### config.mk
export PLATFORM = sky130hd
export DESIGN_NAME = presence_debouncer
export DESIGN_NICKNAME = d
export VERILOG_FILES = /design/src/hw/rtl/pd_pkg.sv /design/src/hw/rtl/presence_debouncer.sv /design/src/hw/rtl/pd_ctrl.sv /design/src/hw/rtl/pd_dp.sv
export SDC_FILE = /design/constraint.sdc
export NUM_CORES = 2
export LEC_CHECK = 0
export ABC_CLOCK_PERIOD_IN_PS = 25100
export BUFFER_PORTS_ARGS = -buffer_cell sky130_fd_sc_hd__buf_2
export CORE_ASPECT_RATIO = 1.5
export CORE_MARGIN = 1.5
export CORE_UTILIZATION = 40
export DETAILED_ROUTE_END_ITERATION = 6
export GPL_TIMING_DRIVEN = 0
export SLEW_MARGIN = 30
export SYNTH_ARGS = -nofsm -noshare
export SYNTH_HDL_FRONTEND = slang
export SYNTH_SLANG_ARGS = --single-unit
### constraint.sdc
create_clock -name aclk -period 25.1 [get_ports aclk]
set_clock_uncertainty 0.1 [all_clocks]
set_input_delay 5.02 -clock aclk [delete_from_list [all_inputs] [get_ports aclk]]
set_output_delay 5.02 -clock aclk [all_outputs]
set_load 0.05 [all_outputs]
### src/hw/rtl/pd_pkg.sv
// Package for the presence debouncer: field widths, codes, config and control types.
// Used by pd_ctrl, pd_dp, presence_debouncer and pd_checker; depends on nothing.
`timescale 1ns / 1ps
`default_nettype none

package pd_pkg;

    // Hit window sizing
    localparam int MAX_HITS     = 8;
    localparam int LEAST_GAP_MS = 1000;
    localparam int HIT_CNT_W    = $clog2(MAX_HITS + 1);
    localparam int HIT_IDX_W    = (MAX_HITS > 1) ? $clog2(MAX_HITS) : 1;

    // Field widths
    localparam int OP_W     = 2;
    localparam int TIME_W   = 64;
    localparam int RSSI_W   = 8;
    localparam int PRES_W   = 2;
    localparam int SMOOTH_W = 16;
    localparam int CNT_W    = 32;
    localparam int HITS_W   = 4;

    // Config register widths
    localparam int SIGHT_W = 4;
    localparam int WIN_W   = 20;
    localparam int ABS_W   = 22;

    // APB port
    localparam int APB_AW = 4;
    localparam int APB_DW = 32;

    // Smoothing arithmetic: s += (diff * 0.3 in Q16 + half) >> 16
    localparam int DIFF_W = SMOOTH_W + 1;
    localparam int PROD_W = 2 * DIFF_W;
    localparam int SUM_W  = SMOOTH_W + 3;
    localparam logic signed [DIFF_W-1:0] SMOOTH_K  = 17'sd19661;
    localparam logic signed [PROD_W-1:0] ROUND_K   = 34'sd32768;
    localparam logic signed [SUM_W-1:0]  SMOOTH_HI = 19'sd32767;
    localparam logic signed [SUM_W-1:0]  SMOOTH_LO = -19'sd32768;

    typedef enum logic [OP_W-1:0] {
        OP_COVERAGE = 2'd0,
        OP_SIGHTING = 2'd1,
        OP_TICK     = 2'd2
    } opcode_t;

    typedef enum logic [PRES_W-1:0] {
        PRES_UNKNOWN = 2'd0,
        PRES_PRESENT = 2'd1,
        PRES_ABSENT  = 2'd2
    } presence_t;

    typedef enum logic [1:0] {
        REG_ENTER_SIGHTINGS = 2'd0,
        REG_ENTER_WINDOW    = 2'd1,
        REG_ABSENT_AFTER    = 2'd2,
        REG_RSSI_FLOOR      = 2'd3
    } reg_idx_t;

    typedef enum logic [3:0] {
        ST_IDLE,
        ST_EXEC,
        ST_SMUL,
        ST_SADD,
        ST_GAP,
        ST_TRIM,
        ST_EVAL,
        ST_TICK,
        ST_DONE
    } ctrl_state_t;

    typedef struct packed {
        logic [SIGHT_W-1:0]       need_hits;
        logic [WIN_W-1:0]         win_ms;
        logic [ABS_W-1:0]         silence_ms;
        logic signed [RSSI_W-1:0] rssi_floor;
    } cfg_t;

    typedef struct packed {
        logic load_in;
        logic coverage;
        logic weak_inc;
        logic accept;
        logic smul;
        logic sadd;
        logic append;
        logic drop;
        logic eval;
        logic since_load;
        logic tick;
        logic out_load;
    } pd_cmd_t;

    typedef struct packed {
        logic [OP_W-1:0] opcode;
        logic            covered;
        logic            below_floor;
        logic            rssi_on;
        logic            smooth_valid;
        logic            too_close;
        logic            front_old;
        logic            absent;
    } pd_status_t;

endpackage

`default_nettype wire

### src/hw/rtl/presence_debouncer.sv
// Presence debouncer top level: APB config registers, controller and datapath.
// Depends on pd_pkg, pd_ctrl and pd_dp.
//
// Usage:
//   Event words enter on the s_ channel (valid/ready): opcode 0 coverage change,
//   1 sighting, 2 time tick. Every accepted word yields exactly one result word
//   on the m_ channel: changed flag, presence (0 unknown, 1 present, 2 absent),
//   left_unknown, smoothed RSSI in Q7.8, and the saturating counters.
//   One word is processed at a time; s_ready is high only while the controller
//   idles. A coverage word, an unused opcode or a dropped sighting goes from
//   EXEC straight to DONE; a tick on a covered, not absent block passes
//   through TICK; a kept sighting runs the smoothing multiply and add (SMUL,
//   SADD) when RSSI smoothing applies, then the gap check and, unless the hit
//   is too close, the hit-window trim, which drops one stale hit per cycle,
//   and EVAL, before DONE.
//   The result sits in an output register: the next word is taken while it
//   waits. If the receiver stalls longer, the block holds the following
//   result in its final state until the output register frees up.
//   Reset (aresetn low, synchronous) returns presence to unknown, clears the
//   counters and smoothing, and loads the config defaults 2, 10000 ms,
//   60000 ms and -100 dBm. Write config over APB only while the block idles.
`timescale 1ns / 1ps
`default_nettype none

module presence_debouncer
    import pd_pkg::*;
(
    input  wire logic                     aclk,
    input  wire logic                     aresetn,
    // APB config port
    input  wire logic                     psel,
    input  wire logic                     penable,
    input  wire logic                     pwrite,
    input  wire logic [APB_AW-1:0]        paddr,
    input  wire logic [APB_DW-1:0]        pwdata,
    output logic [APB_DW-1:0]             prdata,
    output logic                          pready,
    // event words in
    input  wire logic                     s_valid,
    output logic                          s_ready,
    input  wire logic [OP_W-1:0]          s_opcode,
    input  wire logic [TIME_W-1:0]        s_now_ms,
    input  wire logic                     s_scanning,
    input  wire logic signed [RSSI_W-1:0] s_rssi,
    input  wire logic                     s_rssi_present,
    // result words out
    output logic                          m_valid,
    input  wire logic                     m_ready,
    output logic                          m_changed,
    output logic [PRES_W-1:0]             m_presence,
    output logic                          m_left_unknown,
    output logic signed [SMOOTH_W-1:0]    m_rssi_smoothed,
    output logic                          m_rssi_smoothed_valid,
    output logic [CNT_W-1:0]              m_sighting_total,
    output logic [CNT_W-1:0]              m_weak_total,
    output logic [HITS_W-1:0]             m_hits_in_window
);

    cfg_t       cfg_reg, cfg_next;
    pd_cmd_t    cmd;
    pd_status_t sts;
    logic       cfg_wr;
    reg_idx_t   reg_idx;

    // registers sit at 4-byte strides; the low two address bits are ignored
    assign reg_idx = reg_idx_t'(paddr[3:2]);
    assign cfg_wr  = psel && penable && pwrite && pready;
    assign pready  = 1'b1;

    always_comb begin
        cfg_next = cfg_reg;
        if (cfg_wr) begin
            case (reg_idx)
                REG_ENTER_SIGHTINGS: cfg_next.need_hits  = pwdata[SIGHT_W-1:0];
                REG_ENTER_WINDOW:    cfg_next.win_ms     = pwdata[WIN_W-1:0];
                REG_ABSENT_AFTER:    cfg_next.silence_ms = pwdata[ABS_W-1:0];
                REG_RSSI_FLOOR:      cfg_next.rssi_floor = $signed(pwdata[RSSI_W-1:0]);
                default:             cfg_next            = cfg_reg;
            endcase
        end
    end

    always_ff @(posedge aclk) begin
        if (!aresetn) begin
            cfg_reg.need_hits  <= SIGHT_W'(2);
            cfg_reg.win_ms     <= WIN_W'(10000);
            cfg_reg.silence_ms <= ABS_W'(60000);
            cfg_reg.rssi_floor <= -8'sd100;
        end else begin
            cfg_reg <= cfg_next;
        end
    end

    // read back; the floor comes back sign-extended
    always_comb begin
        case (reg_idx)
            REG_ENTER_SIGHTINGS: prdata = APB_DW'(cfg_reg.need_hits);
            REG_ENTER_WINDOW:    prdata = APB_DW'(cfg_reg.win_ms);
            REG_ABSENT_AFTER:    prdata = APB_DW'(cfg_reg.silence_ms);
            REG_RSSI_FLOOR:      prdata = APB_DW'(cfg_reg.rssi_floor);
            default:             prdata = '0;
        endcase
    end

    pd_ctrl u_ctrl (
        .aclk    (aclk),
        .aresetn (aresetn),
        .s_valid (s_valid),
        .s_ready (s_ready),
        .m_valid (m_valid),
        .m_ready (m_ready),
        .sts     (sts),
        .cmd     (cmd)
    );

    pd_dp u_dp (
        .aclk                  (aclk),
        .aresetn               (aresetn),
        .cfg                   (cfg_reg),
        .cmd                   (cmd),
        .sts                   (sts),
        .s_opcode              (s_opcode),
        .s_now_ms              (s_now_ms),
        .s_scanning            (s_scanning),
        .s_rssi                (s_rssi),
        .s_rssi_present        (s_rssi_present),
        .m_changed             (m_changed),
        .m_presence            (m_presence),
        .m_left_unknown        (m_left_unknown),
        .m_rssi_smoothed       (m_rssi_smoothed),
        .m_rssi_smoothed_valid (m_rssi_smoothed_valid),
        .m_sighting_total      (m_sighting_total),
        .m_weak_total          (m_weak_total),
        .m_hits_in_window      (m_hits_in_window)
    );

endmodule

`default_nettype wire

### src/hw/rtl/pd_ctrl.sv
// Controller for the presence debouncer: sequences one word through the datapath.
// Depends on pd_pkg; drives pd_dp through pd_cmd_t and reads pd_status_t back.
`timescale 1ns / 1ps
`default_nettype none

module pd_ctrl
    import pd_pkg::*;
(
    input  wire logic       aclk,
    input  wire logic       aresetn,
    input  wire logic       s_valid,
    output logic            s_ready,
    output logic            m_valid,
    input  wire logic       m_ready,
    input  wire pd_status_t sts,
    output pd_cmd_t         cmd
);

    ctrl_state_t state_reg, state_next;
    logic        m_valid_reg, m_valid_next;

    always_ff @(posedge aclk) begin
        if (!aresetn) begin
            state_reg   <= ST_IDLE;
            m_valid_reg <= 1'b0;
        end else begin
            state_reg   <= state_next;
            m_valid_reg <= m_valid_next;
        end
    end

    always_comb begin
        state_next = state_reg;
        cmd        = '0;
        case (state_reg)
            ST_IDLE: begin
                if (s_valid) begin
                    cmd.load_in = 1'b1;
                    state_next  = ST_EXEC;
                end
            end
            ST_EXEC: begin
                state_next = ST_DONE;
                case (sts.opcode)
                    OP_COVERAGE: begin
                        cmd.coverage = 1'b1;
                    end
                    OP_SIGHTING: begin
                        if (sts.covered && sts.below_floor) begin
                            cmd.weak_inc = 1'b1;
                        end else if (sts.covered) begin
                            cmd.accept = 1'b1;
                            state_next = (sts.rssi_on && sts.smooth_valid) ? ST_SMUL : ST_GAP;
                        end
                    end
                    OP_TICK: begin
                        if (sts.covered && !sts.absent) begin
                            cmd.since_load = 1'b1;
                            state_next     = ST_TICK;
                        end
                    end
                    default: begin
                        state_next = ST_DONE;
                    end
                endcase
            end
            ST_SMUL: begin
                cmd.smul   = 1'b1;
                state_next = ST_SADD;
            end
            ST_SADD: begin
                cmd.sadd   = 1'b1;
                state_next = ST_GAP;
            end
            ST_GAP: begin
                if (sts.too_close) begin
                    state_next = ST_DONE;
                end else begin
                    cmd.append = 1'b1;
                    state_next = ST_TRIM;
                end
            end
            ST_TRIM: begin
                // drop one stale hit a cycle from the front
                if (sts.front_old) begin
                    cmd.drop = 1'b1;
                end else begin
                    state_next = ST_EVAL;
                end
            end
            ST_EVAL: begin
                cmd.eval   = 1'b1;
                state_next = ST_DONE;
            end
            ST_TICK: begin
                cmd.tick   = 1'b1;
                state_next = ST_DONE;
            end
            ST_DONE: begin
                if (!m_valid_reg || m_ready) begin
                    cmd.out_load = 1'b1;
                    state_next   = ST_IDLE;
                end
            end
            default: begin
                state_next = ST_IDLE;
            end
        endcase
    end

    always_comb begin
        if (cmd.out_load) begin
            m_valid_next = 1'b1;
        end else if (m_ready) begin
            m_valid_next = 1'b0;
        end else begin
            m_valid_next = m_valid_reg;
        end
    end

    assign s_ready = (state_reg == ST_IDLE);
    assign m_valid = m_valid_reg;

endmodule

`default_nettype wire

### src/hw/rtl/pd_dp.sv
// Datapath for the presence debouncer: input latch, presence state, hit window,
// smoothing, counters and the result register. Depends on pd_pkg.
`timescale 1ns / 1ps
`default_nettype none

module pd_dp
    import pd_pkg::*;
(
    input  wire logic                 aclk,
    input  wire logic                 aresetn,
    input  wire cfg_t                 cfg,
    input  wire pd_cmd_t              cmd,
    output pd_status_t                sts,
    input  wire logic [OP_W-1:0]      s_opcode,
    input  wire logic [TIME_W-1:0]    s_now_ms,
    input  wire logic                 s_scanning,
    input  wire logic signed [RSSI_W-1:0] s_rssi,
    input  wire logic                 s_rssi_present,
    output logic                      m_changed,
    output logic [PRES_W-1:0]         m_presence,
    output logic                      m_left_unknown,
    output logic signed [SMOOTH_W-1:0] m_rssi_smoothed,
    output logic                      m_rssi_smoothed_valid,
    output logic [CNT_W-1:0]          m_sighting_total,
    output logic [CNT_W-1:0]          m_weak_total,
    output logic [HITS_W-1:0]         m_hits_in_window
);

    // Latched input word
    logic [OP_W-1:0]          op_reg, op_next;
    logic [TIME_W-1:0]        now_reg, now_next;
    logic                     scan_reg, scan_next;
    logic signed [RSSI_W-1:0] rssi_reg, rssi_next;
    logic                     rssi_on_reg, rssi_on_next;

    // Block state
    presence_t               presence_reg, presence_next;
    logic                    from_unk_reg, from_unk_next;
    logic                    changed_reg, changed_next;
    logic                    covered_reg, covered_next;
    logic [TIME_W-1:0]       cov_since_reg, cov_since_next;
    logic [TIME_W-1:0]       last_seen_reg, last_seen_next;
    logic [TIME_W-1:0]       last_hit_reg, last_hit_next;
    logic [TIME_W-1:0]       since_reg, since_next;
    logic [TIME_W-1:0]       hits_reg [MAX_HITS];
    logic [TIME_W-1:0]       hits_next [MAX_HITS];
    logic [HIT_CNT_W-1:0]    hit_cnt_reg, hit_cnt_next;
    logic signed [SMOOTH_W-1:0] smooth_reg, smooth_next;
    logic                    smooth_valid_reg, smooth_valid_next;
    logic signed [DIFF_W-1:0] diff_reg, diff_next;
    logic signed [PROD_W-1:0] prod_reg, prod_next;
    logic [CNT_W-1:0]        acc_cnt_reg, acc_cnt_next;
    logic [CNT_W-1:0]        weak_cnt_reg, weak_cnt_next;

    // Result word
    logic                      m_changed_reg, m_left_unknown_reg, m_smooth_valid_reg;
    logic [PRES_W-1:0]         m_presence_reg;
    logic signed [SMOOTH_W-1:0] m_smooth_reg;
    logic [CNT_W-1:0]          m_acc_reg, m_weak_reg;
    logic [HITS_W-1:0]         m_hits_reg;

    logic                      become_en;
    presence_t                 become_to;
    logic signed [SMOOTH_W-1:0] r_q8;
    logic signed [PROD_W-1:0]  rounded;
    logic signed [SUM_W-1:0]   smooth_sum;
    logic [TIME_W-1:0]         quiet_ms;

    assign r_q8       = {rssi_reg, 8'h00};
    assign rounded    = prod_reg + ROUND_K;
    assign smooth_sum = SUM_W'(smooth_reg) + SUM_W'($signed(rounded[PROD_W-1:16]));
    assign quiet_ms   = now_reg - since_reg;

    always_comb begin
        sts.opcode       = op_reg;
        sts.covered      = covered_reg;
        sts.below_floor  = rssi_on_reg && (rssi_reg < cfg.rssi_floor);
        sts.rssi_on      = rssi_on_reg;
        sts.smooth_valid = smooth_valid_reg;
        sts.too_close    = (hit_cnt_reg != '0)
                           && ((now_reg - last_hit_reg) < TIME_W'(LEAST_GAP_MS));
        sts.front_old    = (hit_cnt_reg != '0)
                           && ((now_reg - hits_reg[0]) > TIME_W'(cfg.win_ms));
        sts.absent       = (presence_reg == PRES_ABSENT);
    end

    always_comb begin
        op_next           = op_reg;
        now_next          = now_reg;
        scan_next         = scan_reg;
        rssi_next         = rssi_reg;
        rssi_on_next      = rssi_on_reg;
        presence_next     = presence_reg;
        from_unk_next     = from_unk_reg;
        changed_next      = changed_reg;
        covered_next      = covered_reg;
        cov_since_next    = cov_since_reg;
        last_seen_next    = last_seen_reg;
        last_hit_next     = last_hit_reg;
        since_next        = since_reg;
        hits_next         = hits_reg;
        hit_cnt_next      = hit_cnt_reg;
        smooth_next       = smooth_reg;
        smooth_valid_next = smooth_valid_reg;
        diff_next         = diff_reg;
        prod_next         = prod_reg;
        acc_cnt_next      = acc_cnt_reg;
        weak_cnt_next     = weak_cnt_reg;
        become_en         = 1'b0;
        become_to         = presence_reg;

        if (cmd.load_in) begin
            op_next       = s_opcode;
            now_next      = s_now_ms;
            scan_next     = s_scanning;
            rssi_next     = s_rssi;
            rssi_on_next  = s_rssi_present;
            changed_next  = 1'b0;
        end

        if (cmd.coverage) begin
            if (scan_reg) begin
                if (!covered_reg) begin
                    covered_next   = 1'b1;
                    cov_since_next = now_reg;
                end
            end else begin
                covered_next   = 1'b0;
                cov_since_next = '0;
                hit_cnt_next   = '0;
                become_en      = 1'b1;
                become_to      = PRES_UNKNOWN;
            end
        end

        if (cmd.weak_inc && (weak_cnt_reg != '1)) begin
            weak_cnt_next = weak_cnt_reg + 1'b1;
        end

        if (cmd.accept) begin
            if (acc_cnt_reg != '1) begin
                acc_cnt_next = acc_cnt_reg + 1'b1;
            end
            last_seen_next = now_reg;
            if (rssi_on_reg) begin
                if (!smooth_valid_reg) begin
                    smooth_next       = r_q8;
                    smooth_valid_next = 1'b1;
                end else begin
                    diff_next = DIFF_W'(r_q8) - DIFF_W'(smooth_reg);
                end
            end
        end

        if (cmd.smul) begin
            prod_next = PROD_W'(diff_reg) * PROD_W'(SMOOTH_K);
        end

        if (cmd.sadd) begin
            if (smooth_sum > SMOOTH_HI) begin
                smooth_next = SMOOTH_HI[SMOOTH_W-1:0];
            end else if (smooth_sum < SMOOTH_LO) begin
                smooth_next = SMOOTH_LO[SMOOTH_W-1:0];
            end else begin
                smooth_next = smooth_sum[SMOOTH_W-1:0];
            end
        end

        if (cmd.append) begin
            last_hit_next = now_reg;
            if (hit_cnt_reg == HIT_CNT_W'(MAX_HITS)) begin
                // full: shift out the oldest hit, newest goes to the top
                for (int i = 0; i < MAX_HITS - 1; i++) begin
                    hits_next[i] = hits_reg[i + 1];
                end
                hits_next[MAX_HITS - 1] = now_reg;
            end else begin
                hits_next[hit_cnt_reg[HIT_IDX_W-1:0]] = now_reg;
                hit_cnt_next = hit_cnt_reg + 1'b1;
            end
        end

        if (cmd.drop) begin
            for (int i = 0; i < MAX_HITS - 1; i++) begin
                hits_next[i] = hits_reg[i + 1];
            end
            hit_cnt_next = hit_cnt_reg - 1'b1;
        end

        if (cmd.eval && (presence_reg != PRES_PRESENT)
            && (8'(hit_cnt_reg) >= 8'(cfg.need_hits))) begin
            become_en = 1'b1;
            become_to = PRES_PRESENT;
        end

        if (cmd.since_load) begin
            since_next = (last_seen_reg > cov_since_reg) ? last_seen_reg : cov_since_reg;
        end

        if (cmd.tick && (now_reg >= since_reg)
            && (quiet_ms >= TIME_W'(cfg.silence_ms))) begin
            hit_cnt_next = '0;
            become_en    = 1'b1;
            become_to    = PRES_ABSENT;
        end

        if (become_en && (become_to != presence_reg)) begin
            from_unk_next = (presence_reg == PRES_UNKNOWN);
            presence_next = become_to;
            changed_next  = 1'b1;
        end
    end

    always_ff @(posedge aclk) begin
        if (!aresetn) begin
            presence_reg     <= PRES_UNKNOWN;
            from_unk_reg     <= 1'b0;
            changed_reg      <= 1'b0;
            covered_reg      <= 1'b0;
            cov_since_reg    <= '0;
            last_seen_reg    <= '0;
            hit_cnt_reg      <= '0;
            smooth_reg       <= '0;
            smooth_valid_reg <= 1'b0;
            acc_cnt_reg      <= '0;
            weak_cnt_reg     <= '0;
        end else begin
            presence_reg     <= presence_next;
            from_unk_reg     <= from_unk_next;
            changed_reg      <= changed_next;
            covered_reg      <= covered_next;
            cov_since_reg    <= cov_since_next;
            last_seen_reg    <= last_seen_next;
            hit_cnt_reg      <= hit_cnt_next;
            smooth_reg       <= smooth_next;
            smooth_valid_reg <= smooth_valid_next;
            acc_cnt_reg      <= acc_cnt_next;
            weak_cnt_reg     <= weak_cnt_next;
        end
    end

    always_ff @(posedge aclk) begin
        op_reg       <= op_next;
        now_reg      <= now_next;
        scan_reg     <= scan_next;
        rssi_reg     <= rssi_next;
        rssi_on_reg  <= rssi_on_next;
        last_hit_reg <= last_hit_next;
        since_reg    <= since_next;
        hits_reg     <= hits_next;
        diff_reg     <= diff_next;
        prod_reg     <= prod_next;
        if (cmd.out_load) begin
            m_changed_reg      <= changed_reg;
            m_presence_reg     <= presence_reg;
            m_left_unknown_reg <= from_unk_reg;
            m_smooth_reg       <= smooth_reg;
            m_smooth_valid_reg <= smooth_valid_reg;
            m_acc_reg          <= acc_cnt_reg;
            m_weak_reg         <= weak_cnt_reg;
            m_hits_reg         <= HITS_W'(hit_cnt_reg);
        end
    end

    assign m_changed             = m_changed_reg;
    assign m_presence            = m_presence_reg;
    assign m_left_unknown        = m_left_unknown_reg;
    assign m_rssi_smoothed       = m_smooth_reg;
    assign m_rssi_smoothed_valid = m_smooth_valid_reg;
    assign m_sighting_total      = m_acc_reg;
    assign m_weak_total          = m_weak_reg;
    assign m_hits_in_window      = m_hits_reg;

endmodule

`default_nettype wire

# Yosys cells after proc, flatten, opt, wreduce, memory -nomap -nowiden
# Cells that the tools add are included.
[word_totals] word_cells=195 regBits=1133 in_bits=119
[classes] n_reduce_logical=40 multipliers=1 n_bitwise=2 muxes=65 magnitude_cmp=11 n_addsub=10 eq_ne=24
[ops] cell="$mux W512" n=2
[ops] cell="$bwmux W512" n=1
[ops] cell="$mux W448" n=1
[ops] cell="$mux W64" n=4
[ops] cell="$demux W64 S3" n=1
[ops] cell="$sub A64 B64 Y64" n=3
[ops] cell="$pmux W32 S4" n=1
[ops] cell="$mux W16" n=6
[ops] cell="$add A32 B1 Y32 const B" n=2
[ops] cell="$ge A64 B22 Y1" n=1
[ops] cell="$ge A64 B64 Y1" n=1
[ops] cell="$gt A64 B20 Y1" n=1
[ops] cell="$gt A64 B64 Y1" n=1
[ops] cell="$lt A64 B10 Y1 const B" n=1
[ops] cell="$ne A32 B32 Y1 const B" n=2
[ops] cell="$mux W4" n=12
[ops] cell="$add A34 B17 Y34 const B" n=1
[ops] cell="$mul A17 B16 Y33 const B" n=1
[ops] cell="$pmux W4 S8" n=1
[ops] cell="$mux W1" n=28
[ops] cell="$add A16 B18 Y19" n=1
[ops] cell="$gt A19 B16 Y1 const B" n=1
[ops] cell="$lt A19 B16 Y1 const B" n=1
[ops] cell="$sub A16 B16 Y17" n=1
[ops] cell="30 further kinds" n=78

# Depth between registers and ports, before layout
[logic_depth] depth_word=12 depth_mapped=30 ltp_nobuf=27

# Modules after synthesis
# A second synthesis with hierarchy kept.
[unflattened] hier_cells=6540 hier_area_um2=65490.3
[modules_own_cells] mod="pd_dp" seq_area_each_um2=29588.4 area_per_inst_um2=62297.2 instances=1 cells_per_inst=6179
[modules_own_cells] mod="presence_debouncer" seq_area_each_um2=1081.0 area_per_inst_um2=2692.6 instances=1 cells_per_inst=289
[modules_own_cells] mod="pd_ctrl" seq_area_each_um2=100.1 area_per_inst_um2=500.5 instances=1 cells_per_inst=72

# Worst setup path after synthesis
# OpenSTA, ideal clock, no wires.
[synth_path] path_kind="input-to-output" startpoint="in paddr[3]" endpoint="out prdata[23]" cell_stages=4 arrival_time_ns=6.629 path_slack_ns=13.351 path_cell_list="clkbuf_1 -> clkbuf_1 -> and3_1 -> buf_4"
[synth_via] elab_chain_cells=2 elab_cells_between_ends=5 cone_classes="3 x eq/ne; 1 x mux; 1 x reduce/logical"
[synth_lines] element="start: declaration" line="presence_debouncer.sv:34" rtl="input wire logic [APB_AW-1:0] paddr,"
[synth_lines] element="$eq A2 B2 Y1, or another cell as far along" line="presence_debouncer.sv:96" rtl="case (reg_idx)"
[synth_lines] element="$pmux W32 S4 (*)" line="presence_debouncer.sv:96"
[synth_lines] element="end: declaration" line="presence_debouncer.sv:36" rtl="output logic [APB_DW-1:0] prdata,"
# Every way passes the cells marked *; elsewhere a longest branch is shown, timed or not.

# Worst setup path in the final report
[layout_path] startpoint="in paddr[2]" endpoint="out prdata[31]"
# The elaborated chain is that of the path after synthesis.

==> metrics <==
Synth cell types 90; detailed placement HPWL 177 mm; post-synthesis cell area 65900 um^2; Layout area overhead 12.9%; worst-skew pair later-pin latency 0.78 ns; Slew HR 23.8%; Top FF cell, synth edfxtp_1; io pins 243; router iterations before antenna repair 6; gp weighted congestion 0.972; synthesized flop and latch total 1117; total global routing overflow 0; Max FO, Critical Path 10; # Post-CTS Setup Buffers 0; Clock Tree Root clkbuf_16; clock transition at the registers of the reported paths 0.06 ns; Vias per Instance 5.66; area occupied by multi-input gates 31900 um^2; Syn Inst Count 6544; placed cell area 70600 um^2; CTS tree built; Die ar. 167000 um^2; ys async rst share 0%; Hold Path Class flop to flop; commonest non-fill, non-tap cell in the layout edfxtp_1; PortBufs 228; largest net degree at the start of global routing 63; final wirelength 218 mm; total power 4360 uW; Setup crit start kind input port; WP data arrival 6.99 ns; Register Area 30800 um^2; CP endpoint kind output pin; Critical Path RT 19.98 ns; Power Density 58.6 nW/um^2; vias in the first global route 51089; cts repair resizes 0; Iter 0 DRT Violations 3737; Leak Pwr 0.0285 uW; Final setup viols 0; register area share after synthesis 46.7%; fraction of layout cells with a size suffix above 1 9.29%; Layout Utilization 45.4%; H-Tree Depth 3; Worst-Margin Slew 1.13 ns; Max-Cap Viols 0; initial core utilization 40.2%; Worst Setup Path Type input port to output pin; Final min period 12.11 ns; VDD IR max 0.0000529 V; nets@finish 7615; Avg WL per Cell 23.9 um; clock sink count 1117; run status complete, no violations; DR vias 51777; # DRC 0; Post-CTS Hold Buffers 0; Fmax achieved 0.0826 GHz; setup TNS 0 ns; first-pass GRT wire length 321 mm; antenna-violating nets left 0; Hold Slack 0.339 ns; RSZ-0062 raised after global routing no; Synth Net Count 7227; Tot GR Track Use 25.7%; final instance area 74400 um^2; Max clock buf depth 3; CORE AREA 164000 um^2; most frequent cells in the layout 840 x edfxtp_1, 732 x nand2_1, 498 x inv_1; synth warn 0; clock buffers created by TritonCTS 112; max FFs per register 512; initial antenna violation count 12; # fillers 15504; Fin. Hold Viols 0; Max Slew Vio Count 0; Syn Area/Cell 10.1 um^2; num rows 182; EDFF count, synth 840; chip width 334 um; Die Y-Extent 500 um; final cycle utilization of the critical path 48.2%
## cell usage after synthesis (38+ instances only)
cell type  number  share of area [%]
a211oi_1       38               0.43
a21o_1        111                1.3
a21oi_1       444                3.4
a22o_1        278                3.7
a22oi_1        71               0.81
a31oi_1        41               0.39
a32o_1         67                1.0
and2_1        108                1.0
and3_1         48               0.46
buf_1          51               0.29
clkbuf_1      313                1.8
dfxtp_1       277                8.4
edfxtp_1      840                 38
fa_1          100                3.0
ha_1          464                8.8
inv_1         498                2.8
mux2_2         74                1.3
nand2_1       732                4.2
nand2b_1       40               0.38
nand3_1       122               0.93
nand4_1       118                1.1
nor2_1        392                2.2
nor2b_1        44               0.42
nor3_1         94               0.71
o211ai_1       44               0.50
o21a_1         61               0.70
o21ai_0       347                2.6
o21bai_1       38               0.43
or3_1          44               0.42
xnor2_1       111                1.5
xor2_1         87                1.2
## worst paths after layout
check / from / endpoint / slack, ns / depth (start not counted)
min reg2reg: u_dp.changed_reg$_SDFFE_PN0P_ / u_dp.m_changed$_DFFE_PP_ / 0.34 / 0
min: u_dp.changed_reg$_SDFFE_PN0P_ / u_dp.m_changed$_DFFE_PP_ / 0.34 / 0
max: paddr[2] / prdata[31] / 12.99 / 6
max reg2reg: u_dp.now_reg[0]$_DFFE_PP_ / u_dp.hits_reg[508]$_DFFE_PP_ / 15.04 / 31
## cells by family after synthesis
group / share of synthesized area, %
AOI/OAI and AO/OA: 18.5
adders and majority gates: 11.9
other: 0.00569
and+or+nand+nor: 13.3
xor gates and xnor gates: 2.63
muxes: 1.81
buffers and inverters: 5.18
DFF: 46.7
## final cells by class
cell class	instances	area share, %
inverters	500	2.52
well taps	2116	3.56
clock inverters	71	0.941
plain buffers	392	2.08
diodes	3	0.0101
flip-flops and latches	1117	41.4
clock buffers	143	4.08
multi-input cells	4535	42.9
repair buffers	274	2.57
## worst max-delay path, cell delays in order
cell      delay [ns]
buf_2           0.13
clkbuf_1        0.34
clkbuf_1        0.53
and3_1          0.52
buf_4           0.18
buf_2           0.25
## metal layers
metal | share of wire (%) | GRT usage, % | wire (um)
met1 | 39 | 29.7 | 84800
met2 | 52 | 47.2 | 113000
met3 | 4.4 | 2.57 | 9700
met4 | 5.1 | 12.1 | 11200
met5 | 0.0064 | 0 | 14
## through the flow
stage,std cells,setup slack [ns]
CTS,9148,13.01
floorplan,6544,13.35
detailed placement,8934,13.01
global placement,8888,12.16
global route,9149,12.89
finish,9151,12.99
## report_power, final
part           internal, uW  switching (uW)
Combinational           192             403
Clock                   955             762
Sequential             1990            53.3
Total                  3140            1220
Note: power is estimated with default switching activity, not from simulation.
